$ cat config.mk
export PLATFORM = sky130hd
export DESIGN_NAME = preemptive_priority_scheduler
export DESIGN_NICKNAME = d
export VERILOG_FILES = /design/src/rtl/core/pps_pkg.sv /design/src/rtl/core/pps_ram.sv /design/src/rtl/core/preemptive_priority_scheduler.sv
export SDC_FILE = /design/constraint.sdc
export NUM_CORES = 2
export LEC_CHECK = 0
export BUFFER_PORTS_ARGS = -buffer_cell sky130_fd_sc_hd__buf_2
export CORE_UTILIZATION = 40
export DETAILED_ROUTE_END_ITERATION = 7
export GPL_TIMING_DRIVEN = 1
export RECOVER_POWER = 25
export SYNTH_ARGS = -nofsm -noshare
export SYNTH_HDL_FRONTEND = slang
export SYNTH_SLANG_ARGS = --single-unit
export TNS_END_PERCENT = 100
$ cat constraint.sdc
create_clock -name clk -period 8.5 [get_ports clk]
set_clock_uncertainty 0.2 [all_clocks]
set_input_delay 0.85 -clock clk [delete_from_list [all_inputs] [get_ports clk]]
set_output_delay 0.85 -clock clk [all_outputs]
set_load 0.03 [all_outputs]
$ cat src/rtl/core/pps_pkg.sv
// shared types and constants of the preemptive priority scheduler
package pps_pkg;

  localparam int SLOTS         = 16;
  localparam int PRIORITY_BITS = 8;
  localparam int BURST_BITS    = 16;
  localparam int SLOT_W        = (SLOTS > 1) ? $clog2(SLOTS) : 1;

  // operation codes
  localparam logic OP_ARRIVE = 1'b0;
  localparam logic OP_TICK   = 1'b1;

  typedef struct packed {
    logic        operation;
    logic [7:0]  task_id;
    logic [31:0] arrive_at;
    logic [7:0]  priority_req;
    logic [15:0] burst;
  } in_t;

  typedef struct packed {
    logic        accepted;
    logic        ran_valid;
    logic [7:0]  ran_task;
    logic        completed;
    logic [31:0] completion_time;
    logic        all_done;
  } out_t;

  // one table entry as held in the slot memory
  typedef struct packed {
    logic [7:0]               task_id;
    logic [31:0]              arrival;
    logic [PRIORITY_BITS-1:0] prio;
    logic [BURST_BITS-1:0]    remaining;
  } slot_t;

  localparam int SLOT_BITS = $bits(slot_t);

  typedef enum logic [1:0] {
    ST_IDLE,
    ST_SCAN,
    ST_WRITE,
    ST_EMIT
  } state_t;

endpackage

$ cat src/rtl/core/pps_ram.sv
// generic single-port-write ram with registered read
module pps_ram #(
  parameter int WIDTH = 8,
  parameter int DEPTH = 16
) (
  input  logic                                  clk,
  input  logic                                  we,
  input  logic [((DEPTH > 1) ? $clog2(DEPTH) : 1)-1:0] waddr,
  input  logic [WIDTH-1:0]                      wdata,
  input  logic [((DEPTH > 1) ? $clog2(DEPTH) : 1)-1:0] raddr,
  output logic [WIDTH-1:0]                      rdata
);

  logic [WIDTH-1:0] mem [DEPTH];

  always_ff @(posedge clk) begin
    if (we) begin
      mem[waddr] <= wdata;
    end
    rdata <= mem[raddr];
  end

endmodule

$ cat src/rtl/core/preemptive_priority_scheduler.sv
// top level of the preemptive priority scheduler
//
//  channel | direction | handshake            | payload
//  --------+-----------+----------------------+---------------------------------------
//  req     | in        | req_valid/req_ready  | in_t: operation, task, arrival, prio, burst
//  rsp     | out       | rsp_valid/rsp_ready  | out_t: accepted, ran, completed, time, done
//
// an arrive item is stored when it is accepted, then handed over before the next accept
// a tick item scans the table with one slot memory read per cycle,
// then passes through a write-back state and a hand-over state
// reset clears the slot valid bits, the time counter and the handshake state;
// the slot memory itself is not cleared, an entry is only used while its valid bit is set
// a stalled rsp holds the finished item; the next req is taken meanwhile and its result
// waits in the hand-over state until the output register frees
module preemptive_priority_scheduler import pps_pkg::*; (
  input  logic clk,
  input  logic rst,
  input  logic req_valid,
  output logic req_ready,
  input  in_t  req,
  output logic rsp_valid,
  input  logic rsp_ready,
  output out_t rsp
);

  state_t state;
  state_t state_next;

  // table bookkeeping
  logic [SLOTS-1:0] slot_valid;
  logic [SLOTS-1:0] slot_valid_next;
  logic [31:0]      cur_time;

  // scan pointer: index of the slot whose read data is on the memory output
  logic [SLOT_W-1:0] cmp_idx;
  logic              scan_last;

  // best candidate found so far in the scan
  logic              best_found;
  logic [SLOT_W-1:0] best_idx;
  slot_t             best;
  logic              best_done;

  // result waiting to be handed to the output register
  out_t res;
  logic out_load;

  // slot memory port
  logic              ram_we;
  logic [SLOT_W-1:0] ram_waddr;
  slot_t             ram_wdata;
  logic [SLOT_W-1:0] ram_raddr;
  slot_t             ram_rdata;

  // lowest free slot for an arrive
  logic              free_found;
  logic [SLOT_W-1:0] free_idx;

  logic req_take;
  logic is_arrive;
  logic eligible;
  logic better;

  pps_ram #(
    .WIDTH (SLOT_BITS),
    .DEPTH (SLOTS)
  ) u_slot_ram (
    .clk   (clk),
    .we    (ram_we),
    .waddr (ram_waddr),
    .wdata (ram_wdata),
    .raddr (ram_raddr),
    .rdata (ram_rdata)
  );

  assign req_take  = req_valid && req_ready;
  assign is_arrive = (req.operation == OP_ARRIVE);
  assign scan_last = (cmp_idx == SLOT_W'(SLOTS - 1));
  assign best_done = (best.remaining <= BURST_BITS'(1));
  assign out_load  = (state == ST_EMIT) && (!rsp_valid || rsp_ready);

  // priority encoder over the valid bits, lowest index wins
  always_comb begin
    free_found = 1'b0;
    free_idx   = '0;
    for (int i = SLOTS - 1; i >= 0; i--) begin
      if (!slot_valid[i]) begin
        free_found = 1'b1;
        free_idx   = SLOT_W'(i);
      end
    end
  end

  // candidate on the memory output: arrived by now and strictly higher priority,
  // so ties stay with the lower slot index
  assign eligible = slot_valid[cmp_idx] && (ram_rdata.arrival <= cur_time);
  assign better   = eligible && (!best_found || (ram_rdata.prio > best.prio));

  // next state
  always_comb begin
    state_next = state;
    case (state)
      ST_IDLE: begin
        if (req_take) begin
          state_next = is_arrive ? ST_EMIT : ST_SCAN;
        end
      end
      ST_SCAN: begin
        if (scan_last) begin
          state_next = ST_WRITE;
        end
      end
      ST_WRITE: begin
        state_next = ST_EMIT;
      end
      ST_EMIT: begin
        if (out_load) begin
          state_next = ST_IDLE;
        end
      end
      default: begin
        state_next = ST_IDLE;
      end
    endcase
  end

  // control outputs and memory port
  always_comb begin
    req_ready       = (state == ST_IDLE);
    ram_we          = 1'b0;
    ram_waddr       = best_idx;
    ram_wdata       = best;
    ram_raddr       = '0;
    slot_valid_next = slot_valid;
    case (state)
      ST_IDLE: begin
        // slot 0 is read here so the scan starts with data in hand
        if (req_take && is_arrive && free_found) begin
          ram_we                    = 1'b1;
          ram_waddr                 = free_idx;
          ram_wdata.task_id         = req.task_id;
          ram_wdata.arrival         = req.arrive_at;
          ram_wdata.prio            = PRIORITY_BITS'(req.priority_req);
          ram_wdata.remaining       = BURST_BITS'(req.burst);
          slot_valid_next[free_idx] = 1'b1;
        end
      end
      ST_SCAN: begin
        ram_raddr = SLOT_W'(cmp_idx + 1'b1);
      end
      ST_WRITE: begin
        if (best_found) begin
          if (best_done) begin
            slot_valid_next[best_idx] = 1'b0;
          end else begin
            ram_we              = 1'b1;
            ram_wdata.remaining = best.remaining - BURST_BITS'(1);
          end
        end
      end
      ST_EMIT: begin
      end
      default: begin
      end
    endcase
  end

  // control registers
  always_ff @(posedge clk) begin
    if (rst) begin
      state      <= ST_IDLE;
      slot_valid <= '0;
      cur_time   <= '0;
      rsp_valid  <= 1'b0;
    end else begin
      state      <= state_next;
      slot_valid <= slot_valid_next;
      if (state == ST_WRITE) begin
        cur_time <= cur_time + 32'd1;
      end
      if (out_load) begin
        rsp_valid <= 1'b1;
      end else if (rsp_ready) begin
        rsp_valid <= 1'b0;
      end
    end
  end

  // scan and result datapath
  always_ff @(posedge clk) begin
    if (state == ST_IDLE && req_take) begin
      cmp_idx    <= '0;
      best_found <= 1'b0;
      if (is_arrive) begin
        res.accepted        <= free_found;
        res.ran_valid       <= 1'b0;
        res.ran_task        <= '0;
        res.completed       <= 1'b0;
        res.completion_time <= cur_time;
        res.all_done        <= (slot_valid_next == '0);
      end
    end
    if (state == ST_SCAN) begin
      cmp_idx <= SLOT_W'(cmp_idx + 1'b1);
      if (better) begin
        best_found <= 1'b1;
        best_idx   <= cmp_idx;
        best       <= ram_rdata;
      end
    end
    if (state == ST_WRITE) begin
      res.accepted        <= 1'b0;
      res.ran_valid       <= best_found;
      res.ran_task        <= best_found ? best.task_id : 8'd0;
      res.completed       <= best_found && best_done;
      res.completion_time <= cur_time + 32'd1;
      res.all_done        <= (slot_valid_next == '0);
    end
    if (out_load) begin
      rsp <= res;
    end
  end

endmodule

==> flow_summary.json <==
{
  "vias": 28166,
  "ant_nets": 0,
  "drcViolationCount": 0,
  "cts.sinks": 1300,
  "holdWs_ns": 0.203,
  "crit_type": "register to register",
  "path_max_fanout": 73,
  "diodes": 0,
  "peakVddDrop_mv": 0.218,
  "path_delay_family": "buffers and inverters",
  "drt_iter0_markers": 2377,
  "dieArea_um2": 129000,
  "status": "finished with violations",
  "layout_setup_ws_ns": 2.85,
  "hpwl_mm": 68.8,
  "synth_xor_area_share_pct": 0.805,
  "routabilityCongestion": 0.837,
  "ioPinCount": 115,
  "die_width_um": 360,
  "crit_arrival_ns": 6.09,
  "vias_per_cell": 5.48,
  "syn_avg_cell_area_um2": 15.7,
  "p_leak_uw": 0.0188,
  "cts_made_buffers": 134,
  "antenna_found_initial": 4,
  "grtUsageTotal_pct": 18.8,
  "wl_per_cell_um": 23.8,
  "core_area_um2": 126000,
  "synth.most_common_cell": "edfxtp_1",
  "cp_cell_sequence": "buf_4, ha_1, nand2_1, inv_6, buf_4, mux4_2, a21oi_1",
  "max_slew_margin_pct": -65.7,
  "cap_violations": 8,
  "htreeDepth": 4,
  "post_cts_buffers": 0,
  "final_layout_size_suffix_gt1_share_pct": 11.7,
  "synth_top_family_by_area": "multiplexers",
  "grt_max_degree": 141,
  "nets": 3499,
  "cp-end-kind": "register",
  "synth-edff-count": 1183,
  "cts_root_buf": "clkbuf_16",
  "clock_path_buffers": 3,
  "hold_viol": 0,
  "syn_to_final_growth_pct": 13.3,
  "tightest_slew_ns": 2.49,
  "min_period_ns": 5.65,
  "synthArstFlopShare_pct": 0,
  "synth_area_leaders": "edfxtp_1 69%, mux2i_1 5.0%, dfxtp_1 4.6%",
  "synth_top_area_share_pct": 69.5,
  "cts_resized": 0,
  "synth_top_area_cell": "edfxtp_1",
  "cts_hold_buf": 0,
  "start_util_pct": 40.5,
  "clk_pin_slew_ns": 0.06,
  "crit_buf_inv": 3,
  "grt-ovfl-total": 0,
  "grt_pass1_vias": 27976,
  "synth_area_um2": 51100,
  "dr.pass1.iters": 6,
  "die_y_um": 360,
  "synthMuxAreaShare_pct": 8.05,
  "port_buffers": 114,
  "grt_pass1_wl_mm": 182,
  "max_freq_mhz": 177,
  "synth_commonest_cells": "1183 x edfxtp_1, 437 x nand2_1, 256 x mux2i_1",
  "setup_violations": 0,
  "required_ns": 8.95,
  "p_per_area_nw_per_um2": 303,
  "std_cell_rows": 130,
  "seq_area_frac_synth_pct": 74.0,
  "place_ws_ns": 3.20,
  "mappedNetlistNets": 3372,
  "period_share_pct": 66.4,
  "wirelength_mm": 122,
  "synth.distinct_cells": 66,
  "start_kind": "register",
  "synth-compound-area-share_pct": 6.32,
  "ys_ff_latch": 1300,
  "synth-main-ff-cell": "edfxtp_1",
  "syn_inst": 3255,
  "yosysWarnings": 0,
  "rsz0062_at_grt": "no",
  "cpMostUsedCell": "buf_4",
  "slowest_delay_ns": 1.20,
  "tns_ns": 0,
  "cp_slowest_cell": "nand2_1",
  "slew_violations": 265,
  "clock_latency_ns": 0.74,
  "violations": "capacitance limit, slew limit",
  "synthAdderAreaFrac_pct": 1.17,
  "cts_tree": "done",
  "hold_path.class": "register to register",
  "synthSimpleGateAreaFrac_pct": 7.80
}
==> registers in the layout, summed over array words and instances, names as in the netlist <==
name              cells
slot_valid           16
res                  44
u_slot_ram.mem     1024
u_slot_ram.rdata     64
state                 2
cur_time             32
best_idx              4
best_found            1
rsp                  44
cmp_idx               4
rsp_valid             1
best                 64
==> area by class of cell <==
type	count	area, µm²
Fill cell	10922	68300
Clock inverter	56	547
Tap cell	1650	2060
Sequential cell	1300	37900
Timing Repair Buffer	172	958
Inverter	65	258
Multi-Input combinational cell	1709	12500
Clock buffer	189	3780
==> report_power, final <==
group | total [µW] | switching (µW) | internal [µW] | leakage, µW
Combinational | 3880 | 2610 | 1270 | 0.00498
Sequential | 7920 | 239 | 7680 | 0.0117
Clock | 5770 | 2390 | 3380 | 0.00212
Total | 17600 | 5230 | 12300 | 0.0188
==> placed cells by master (no fill, tap or decap), types with 44 or more instances in the layout <==
cell type  instances
edfxtp_1        1183
nand2_1          437
mux2i_1          256
nor2b_1          174
clkbuf_16        139
a211oi_1         130
a311oi_1         130
dfxtp_1          117
a21oi_1           94
clkbuf_1          93
nor3_1            74
mux4_2            69
buf_2             67
inv_1             62
ha_1              48
buf_4             48
nor2_1            44
==> stage by stage <==
stage	instances	util, %	total power [µW]	area (µm²)
after floorplan	3255	-	10600	51100
after global placement	4896	42.6	11900	53700
after detailed placement	4896	42.6	12000	53700
after CTS	5141	46.0	17700	58100
after global routing	5141	45.9	18300	58000
final	5141	45.9	17600	58000
==> cell families (layout without fill, tap and decap cells) <==
kind of cell | count (synthesis) | in the layout
simple gates | 841 | 841
compound gates | 448 | 448
mux | 325 | 325
buf+inv | 246 | 482
flops | 1300 | 1300
fa+ha+maj | 48 | 48
xor+xnor | 47 | 47
==> worst paths after layout <==
| kind | from | to | slack [ns] | depth (start not counted) |
|---|---|---|---|---|
| max reg2reg | cmp_idx[0]$_DFFE_PP_ | u_slot_ram.rdata[25]$_DFF_P_ | 2.85 | 7 |
| min reg2reg | u_slot_ram.rdata[10]$_DFF_P_ | best[10]$_DFFE_PP_ | 0.20 | 0 |
| min | u_slot_ram.rdata[10]$_DFF_P_ | best[10]$_DFFE_PP_ | 0.20 | 0 |
| max | cmp_idx[0]$_DFFE_PP_ | u_slot_ram.rdata[25]$_DFF_P_ | 2.85 | 7 |
==> worst register-to-register path, stage by stage, from the launching register on <==
cell	delay, ns
edfxtp_1	0.32
buf_4	0.77
ha_1	0.31
nand2_1	1.20
inv_6	1.12
buf_4	0.78
mux4_2	0.68
a21oi_1	0.18
==> metal layers <==
| metal | vias to the layer above | track usage, % | share of wire (%) |
|---|---|---|---|
| li1 | 12805 | - | - |
| met1 | 14330 | 25.5 | 43 |
| met4 | 2 | 5.46 | 2.2 |
| met5 | - | 0 | 0.011 |
| met2 | 863 | 31.2 | 49 |
| met3 | 166 | 2.87 | 5.8 |
No activity file was read; power rests on OpenSTA's default activity.
